===== config.mk =====
export PLATFORM = sky130hd
export DESIGN_NAME = ticket_reader_writer_lock_unit_flat
export DESIGN_NICKNAME = d
export VERILOG_FILES = /design/src/rtl/trwl_pkg.sv /design/src/rtl/trwl_if.sv /design/src/rtl/ticket_reader_writer_lock_unit.sv /design/src/flat_wrapper.sv
export SDC_FILE = /design/constraint.sdc
export NUM_CORES = 1
export LEC_CHECK = 0
export ABC_AREA = 1
export BUFFER_PORTS_ARGS = -buffer_cell sky130_fd_sc_hd__buf_2
export CORE_UTILIZATION = 45
export DETAILED_ROUTE_END_ITERATION = 6
export GPL_TIMING_DRIVEN = 0
export PLACE_DENSITY = 0.62
export SLEW_MARGIN = 15
export SYNTH_ARGS = -nofsm -noshare
export SYNTH_HDL_FRONTEND = slang
export SYNTH_SLANG_ARGS = --single-unit

===== constraint.sdc =====
create_clock -name clock -period 3.6 [get_ports clock]
set_clock_uncertainty 0.2 [all_clocks]
set_input_delay 0.36 -clock clock [delete_from_list [all_inputs] [get_ports clock]]
set_output_delay 0.36 -clock clock [all_outputs]
set_load 0.05 [all_outputs]

===== src/rtl/trwl_pkg.sv =====
// trwl_pkg: widths, command and status codes for the reader-writer ticket lock
// used by the channel interfaces and by ticket_reader_writer_lock_unit
package trwl_pkg;

   localparam int TICKET_BITS = 8;
   localparam int COUNT_BITS  = 16;
   localparam int CMP_BITS    = (TICKET_BITS > COUNT_BITS) ? TICKET_BITS : COUNT_BITS;

   localparam int CMD_W       = 3;
   localparam int HELD_W      = 8;
   localparam int STATUS_W    = 3;
   localparam int TICKET_W    = 8;
   localparam int READERS_W   = 16;

   typedef logic [TICKET_BITS-1:0] ticket_type;
   typedef logic [COUNT_BITS-1:0]  count_type;

   localparam count_type COUNT_MAX = '1;

   typedef enum logic [CMD_W-1:0] {
      CMD_TRY_READ      = 3'd0,
      CMD_READ_ACQUIRE  = 3'd1,
      CMD_READ_RELEASE  = 3'd2,
      CMD_TRY_WRITE     = 3'd3,
      CMD_WRITE_ACQUIRE = 3'd4,
      CMD_WRITE_RELEASE = 3'd5,
      CMD_POLL_READ     = 3'd6,
      CMD_POLL_WRITE    = 3'd7
   } cmd_type;

   typedef enum logic [STATUS_W-1:0] {
      ST_GRANTED = 3'd0,
      ST_QUEUED  = 3'd1,
      ST_BUSY    = 3'd2,
      ST_RETRY   = 3'd3,
      ST_ERROR   = 3'd4
   } status_type;

endpackage


===== src/rtl/trwl_if.sv =====
// trwl_req_if and trwl_rsp_if: valid/ready channels of the ticket lock
// depends on trwl_pkg
interface trwl_req_if;
   logic                        valid;
   logic                        ready;
   logic [trwl_pkg::CMD_W-1:0]  command;
   logic [trwl_pkg::HELD_W-1:0] held_ticket;

   modport source (output valid, output command, output held_ticket, input ready);
   modport sink   (input valid, input command, input held_ticket, output ready);
endinterface

interface trwl_rsp_if;
   logic                           valid;
   logic                           ready;
   logic [trwl_pkg::STATUS_W-1:0]  status;
   logic [trwl_pkg::TICKET_W-1:0]  ticket;
   logic                           wake_readers;
   logic                           wake_writers;
   logic                           lock_held;
   logic [trwl_pkg::READERS_W-1:0] readers_now;

   modport source (output valid, output status, output ticket, output wake_readers,
                   output wake_writers, output lock_held, output readers_now, input ready);
   modport sink   (input valid, input status, input ticket, input wake_readers,
                   input wake_writers, input lock_held, input readers_now, output ready);
endinterface


===== src/rtl/ticket_reader_writer_lock_unit.sv =====
// ticket_reader_writer_lock_unit: reader-writer ticket lock, one command per transaction
// depends on trwl_pkg and the channel interfaces in trwl_if.sv
// Each accepted command lands in an input register. Once the output register is free, its effect on
// the lock state is computed and written to the output register, which presents the response. One
// command is accepted every cycle while the result side keeps up; a stalled response holds one more
// command in the input register before req ready drops. The lock state registers are updated in the
// same cycle the result is registered, so back-to-back commands always see the state left by the
// one before.
module ticket_reader_writer_lock_unit (
   input  logic            clock,
   input  logic            reset,
   trwl_req_if.sink        req,
   trwl_rsp_if.source      rsp
);
   import trwl_pkg::*;

   // input register
   logic       in_valid_ff;
   cmd_type    in_cmd_ff;
   ticket_type in_held_ff;

   // lock state
   ticket_type serving_ff, serving_in;
   ticket_type next_free_ff, next_free_in;
   ticket_type group_ff, group_in;
   count_type  active_ff, active_in;
   count_type  queued_ff, queued_in;

   // result register
   logic       out_valid_ff;
   status_type status_ff, status_in;
   ticket_type ticket_ff, ticket_in;
   logic       wake_rd_ff, wake_rd_in;
   logic       wake_wr_ff, wake_wr_in;
   logic       held_ff, held_in;
   count_type  readers_ff;

   logic        out_free;
   logic        advance;
   logic        idle;
   ticket_type  serving_inc;
   ticket_type  next_inc;
   ticket_type  outstanding;

   assign out_free  = !out_valid_ff || rsp.ready;
   assign advance   = in_valid_ff && out_free;
   assign req.ready = !in_valid_ff || out_free;

   always_ff @(posedge clock) begin
      if (reset) begin
         in_valid_ff <= 1'b0;
      end else if (req.ready) begin
         in_valid_ff <= req.valid;
      end
      if (req.ready && req.valid) begin
         in_cmd_ff  <= cmd_type'(req.command);
         in_held_ff <= TICKET_BITS'(req.held_ticket);
      end
   end

   assign idle        = (serving_ff == next_free_ff);
   assign serving_inc = serving_ff + 1'b1;
   assign next_inc    = next_free_ff + 1'b1;
   assign outstanding = next_free_ff - serving_ff;

   always_comb begin
      serving_in   = serving_ff;
      next_free_in = next_free_ff;
      group_in     = group_ff;
      active_in    = active_ff;
      queued_in    = queued_ff;
      status_in    = ST_GRANTED;
      ticket_in    = '0;
      wake_rd_in   = 1'b0;
      wake_wr_in   = 1'b0;
      unique case (in_cmd_ff)
         CMD_TRY_READ: begin
            if (!idle || active_ff == COUNT_MAX) begin
               status_in = ST_BUSY;
            end else begin
               active_in = active_ff + 1'b1;
            end
         end
         CMD_READ_ACQUIRE: begin
            if (idle) begin
               if (active_ff == COUNT_MAX) begin
                  status_in = ST_BUSY;
               end else begin
                  active_in = active_ff + 1'b1;
               end
            end else if (queued_ff == COUNT_MAX ||
                         CMP_BITS'(queued_ff) > CMP_BITS'(outstanding)) begin
               status_in = ST_RETRY;
            end else begin
               if (queued_ff == '0) begin
                  group_in  = next_free_ff;
                  ticket_in = next_free_ff;
               end else begin
                  ticket_in = group_ff;
               end
               queued_in = queued_ff + 1'b1;
               status_in = ST_QUEUED;
            end
         end
         CMD_READ_RELEASE: begin
            if (active_ff == '0) begin
               status_in = ST_ERROR;
            end else begin
               active_in  = active_ff - 1'b1;
               wake_wr_in = (active_ff == count_type'(1)) && !idle;
            end
         end
         CMD_TRY_WRITE: begin
            if (!idle || active_ff != '0 || queued_ff != '0) begin
               status_in = ST_BUSY;
            end else begin
               ticket_in    = next_free_ff;
               next_free_in = next_inc;
            end
         end
         CMD_WRITE_ACQUIRE: begin
            if (next_inc == serving_ff) begin
               status_in = ST_RETRY;
            end else begin
               ticket_in    = next_free_ff;
               next_free_in = next_inc;
               status_in    = (idle && active_ff == '0) ? ST_GRANTED : ST_QUEUED;
            end
         end
         CMD_WRITE_RELEASE: begin
            if (idle || active_ff != '0) begin
               status_in = ST_ERROR;
            end else begin
               serving_in = serving_inc;
               if (serving_inc == group_ff) begin
                  active_in = queued_ff;
                  queued_in = '0;
                  if (queued_ff != '0) begin
                     wake_rd_in = 1'b1;
                  end else begin
                     wake_wr_in = (serving_inc != next_free_ff);
                  end
               end else begin
                  wake_wr_in = (serving_inc != next_free_ff);
               end
            end
         end
         CMD_POLL_READ: begin
            if (in_held_ff != serving_ff) begin
               status_in = ST_BUSY;
            end
         end
         CMD_POLL_WRITE: begin
            if (in_held_ff != serving_ff || active_ff != '0) begin
               status_in = ST_BUSY;
            end
         end
         default: begin
            status_in = ST_ERROR;
         end
      endcase
      held_in = (serving_in != next_free_in) || (active_in != '0);
   end

   always_ff @(posedge clock) begin
      if (reset) begin
         out_valid_ff <= 1'b0;
         serving_ff   <= '0;
         next_free_ff <= '0;
         group_ff     <= '0;
         active_ff    <= '0;
         queued_ff    <= '0;
      end else begin
         if (out_free) begin
            out_valid_ff <= in_valid_ff;
         end
         if (advance) begin
            serving_ff   <= serving_in;
            next_free_ff <= next_free_in;
            group_ff     <= group_in;
            active_ff    <= active_in;
            queued_ff    <= queued_in;
         end
      end
      if (advance) begin
         status_ff  <= status_in;
         ticket_ff  <= ticket_in;
         wake_rd_ff <= wake_rd_in;
         wake_wr_ff <= wake_wr_in;
         held_ff    <= held_in;
         readers_ff <= active_in;
      end
   end

   assign rsp.valid        = out_valid_ff;
   assign rsp.status       = STATUS_W'(status_ff);
   assign rsp.ticket       = TICKET_W'(ticket_ff);
   assign rsp.wake_readers = wake_rd_ff;
   assign rsp.wake_writers = wake_wr_ff;
   assign rsp.lock_held    = held_ff;
   assign rsp.readers_now  = READERS_W'(readers_ff);

endmodule

===== src/flat_wrapper.sv =====
// flat-port wrapper written by rule: the top's interface ports become plain ports
module ticket_reader_writer_lock_unit_flat import trwl_pkg::*;
  (clock, reset, req_valid, req_command, req_held_ticket, req_ready, rsp_valid, rsp_status, rsp_ticket, rsp_wake_readers, rsp_wake_writers, rsp_lock_held, rsp_readers_now, rsp_ready);
  trwl_req_if req_i ();
  trwl_rsp_if rsp_i ();
  input  logic clock;
  input  logic reset;
  input wire logic [$bits(req_i.valid)-1:0] req_valid;
  input wire logic [$bits(req_i.command)-1:0] req_command;
  input wire logic [$bits(req_i.held_ticket)-1:0] req_held_ticket;
  output wire logic [$bits(req_i.ready)-1:0] req_ready;
  output wire logic [$bits(rsp_i.valid)-1:0] rsp_valid;
  output wire logic [$bits(rsp_i.status)-1:0] rsp_status;
  output wire logic [$bits(rsp_i.ticket)-1:0] rsp_ticket;
  output wire logic [$bits(rsp_i.wake_readers)-1:0] rsp_wake_readers;
  output wire logic [$bits(rsp_i.wake_writers)-1:0] rsp_wake_writers;
  output wire logic [$bits(rsp_i.lock_held)-1:0] rsp_lock_held;
  output wire logic [$bits(rsp_i.readers_now)-1:0] rsp_readers_now;
  input wire logic [$bits(rsp_i.ready)-1:0] rsp_ready;
  assign req_i.valid = req_valid;
  assign req_i.command = req_command;
  assign req_i.held_ticket = req_held_ticket;
  assign req_ready = req_i.ready;
  assign rsp_valid = rsp_i.valid;
  assign rsp_status = rsp_i.status;
  assign rsp_ticket = rsp_i.ticket;
  assign rsp_wake_readers = rsp_i.wake_readers;
  assign rsp_wake_writers = rsp_i.wake_writers;
  assign rsp_lock_held = rsp_i.lock_held;
  assign rsp_readers_now = rsp_i.readers_now;
  assign rsp_i.ready = rsp_ready;
  ticket_reader_writer_lock_unit u_core (.clock(clock), .reset(reset), .req(req_i), .rsp(rsp_i));
endmodule

==> results.md <==
- CP required: 3650 ps
- Wirelength per Cell: 16.6 um
- CP Max Fanout: 3
- Reg2reg path depth: 22
- Area leader, netlist: edfxtp_1
- DR iter-0 viols: 848
- Run status: completed
- RSZ-0062 raised after global routing: yes
- Share of the synthesized area in the top cell type: 16.5%
- HPWL after DPL: 17700 um
- Hold depth: 3
- Max_slew headroom: 40.9%
- Clock root cell: clkbuf_16
- Peak VDD IR: 0.264 mV
- Chip width: 131 um
- DR vias/cell: 5.37
- DRT Wirelength: 23500 um
- Largest net degree at the start of global routing: 38
- Post-synth EDFFs: 41
- Share of cells above drive strength 1: 19.3%
- Final setup viols: 0
- Clock H-tree levels: 3
- Max-slew violation count: 0
- Core ar.: 16100 um2
- Post-Syn Area: 7480 um2
- Register clock-pin slew on the reported worst setup and hold paths: 70 ps
- Initial antenna violation count: 0
- Sequential area share after synthesis: 32.0%
- Post-layout util: 54.7%
- Most numerous cell in the Yosys netlist: nand2_1
- Total number of vias: 7621
- Die Area: 17100 um2
- Achievable Freq: 284 MHz
- Clock Tree Buf Depth: 2
- Antenna Violating Nets Remaining: 0
- Starting density of the core: 46.6%
- Hold slack: 71.5 ps
- Leakage power: 4.13 nW
- Reg-to-Reg Start: u_core.next_free_ff[0]$_SDFFE_PP0P_
- Post-synth top flop: dfxtp_1
- Ports: 47
- Syn Inst Count: 1110
- Synth cell types: 48
- Total CTS buffers: 9
- Final Worst Setup Slack: 83.3 ps
- Layout Nets: 1238
- Startpoint types: register
- Layout Area Growth over Synthesis: 17.5%
- Crit. End Element: register
- Worst-Skew Late Latency: 370 ps
- Drt first pass iters: 6
- Tcrit/Tclk final: 97.7%
- CTS tree: built
- Mapped Nets: 1150
- Final setup TNS: 0 ps
- Rows: 46
- Synth Register Bits: 99
- DRC violations left: 0
- Pre-CTS setup slack: -888 ps
- Syn. warnings: 0
- Worst Tran Pin Value: 885 ps
- Pwr dens: 378 nW/um2
- Number of global-route vias before repair: 6614
- First-pass GRT wire length: 36300 um
- Hold Crit Endpoint: u_core.in_valid_ff$_SDFFE_PP0N_
- # placed instances: 1371
- Antenna cells: 0
- Gr ovfl total: 0
- # Max-Cap Violations: 0
- Avg Inst Size Synth: 6.74 um2
- Reg2reg end: u_core.queued_ff[7]$_SDFFE_PP0P_
- Buffers on Ports: 45
- Final hold viol count: 0
- Top cells by area, synth: edfxtp_1 16%, dfxtp_1 16%, nand2_1 14%
- Hold Crit Class: in -> reg
- Async SR Flop Fraction: 0%
- Die Y: 131 um
- All-layer global routing usage: 28.6%
- Crit path DAT: 3570 ps
- Critical path type: reg -> reg
- Finished Layout Cells: 1419
- GP Congestion: 0.989
- Reg2Reg Setup Slack: 80 ps
- Clock Sinks: 99
- HP Start: req_valid
- Commonest cells in the netlist: 275 x nand2_1, 143 x inv_1, 101 x nand3_1
- Min Tclk post-route: 3520 ps
## cell usage in the layout, fill, tap and decap left out, types with 11 or more instances in the layout
cell / instances
a21oi_1: 65
buf_2: 54
buf_4: 22
clkbuf_1: 13
dfxtp_1: 51
dlygate4sd3_1: 11
edfxtp_1: 41
ha_1: 22
inv_1: 137
inv_2: 13
nand2_1: 269
nand2_2: 18
nand3_1: 101
nand4_1: 27
nor2_1: 84
nor2_2: 13
nor3_1: 18
o21ai_0: 72
o21ai_1: 19
xor2_1: 17
## logic make-up (layout without fill, tap and decap cells)
family	count (synthesis)	after routing	synth area share, %
AND/OR/NAND/NOR	583	583	37.2
XOR/XNOR	21	21	2.56
flip-flops	99	99	32.0
adder cells (fa/ha/maj)	25	25	4.28
AO/OA/AOI/OAI	186	186	13.1
buffers and inverters	196	289	10.9
## layout make-up
class	count	area, um2
Tap cell	216	270
Fill cell	1612	7270
Multi-Input combinational cell	815	4440
Timing Repair Buffer	77	500
Clock buffer	10	239
Buffer	33	203
Clock inverter	6	65.1
Inverter	163	653
Sequential cell	99	2410
## routing by layer
layer	vias to the layer above	track usage [%]	wire length, um
li1	3825	-	-
met1	3463	42.3	11500
met2	306	41.5	9820
met3	27	5.13	1760
met4	0	9.26	440
met5	-	0	0
## sequential cells by signal, summed over array words and instances, names as in the netlist
| signal | flops |
|---|---|
| u_core.in_valid_ff | 1 |
| u_core.rsp.readers_now | 16 |
| u_core.rsp.status | 3 |
| u_core.serving_ff | 8 |
| u_core.active_ff | 16 |
| u_core.rsp.wake_readers | 1 |
| u_core.group_ff | 8 |
| u_core.rsp.ticket | 8 |
| u_core.rsp.wake_writers | 1 |
| u_core.queued_ff | 16 |
| u_core.rsp.valid | 1 |
| u_core.rsp.lock_held | 1 |
| u_core.in_held_ff | 8 |
| u_core.next_free_ff | 8 |
| u_core.in_cmd_ff | 3 |
## worst max-delay path by stage
stage,start,to,slack (ps),cells after the start
2_1_floorplan,u_core.next_free_ff[0]$_SDFFE_PP0P_,u_core.group_ff[4]$_SDFFE_PP0P_,60,20
3_3_place_gp,u_core.serving_ff[1]$_SDFFE_PP0P_,u_core.group_ff[7]$_SDFFE_PP0P_,-840,21
3_5_place_dp,u_core.serving_ff[1]$_SDFFE_PP0P_,u_core.group_ff[7]$_SDFFE_PP0P_,-890,21
4_1_cts,u_core.serving_ff[2]$_SDFFE_PP0P_,u_core.queued_ff[5]$_SDFFE_PP0P_,3,24
5_1_grt,u_core.next_free_ff[0]$_SDFFE_PP0P_,u_core.queued_ff[8]$_SDFFE_PP0P_,-140,23
6_report,u_core.next_free_ff[0]$_SDFFE_PP0P_,u_core.queued_ff[7]$_SDFFE_PP0P_,80,22
## report_power, final
| group | total (mW) | switching [mW] | internal, mW | leakage (nW) |
|---|---|---|---|---|
| clock network | 1.02 | 0.465 | 0.559 | 0.150 |
| logic | 1.01 | 0.682 | 0.331 | 3.11 |
| registers | 1.28 | 0.0494 | 1.23 | 0.868 |
## metrics by stage
stage	cell area (um2)	power, mW
floorplan	7480	1.98
global placement	7970	2.20
detailed placement	7970	2.20
CTS	8520	3.27
global route	8780	3.49
finish	8780	3.32
## critical path, cell delays in order, from the launching register on
cell and delay [ps]:
dfxtp_4 360, inv_4 60, ha_4 130, inv_4 40, fa_2 370, a21oi_2 170, o21bai_2 100, a21oi_1 180
o21ai_1 110, xnor2_1 140, ha_1 310, nand2_2 100, nor2_4 40, nand2_1 60, o211ai_1 90, a21oi_2 170
nand2_2 130, nand2_4 110, nand3_4 110, nor3_2 230, nand3_1 100, nand2_1 70, nor2_1 40
## timing repair
item / CTS / global route
setup buffers: 4 / 16
hold buffers: 11 / 0
pin swaps: 7 / 20
endpoints found under the hold margin: 11 / 0
cloned: 1 / 0
resized for setup: 32 / 55
endpoints found under the setup margin: 34 / 33
Note: power is estimated with default switching activity, not from simulation.
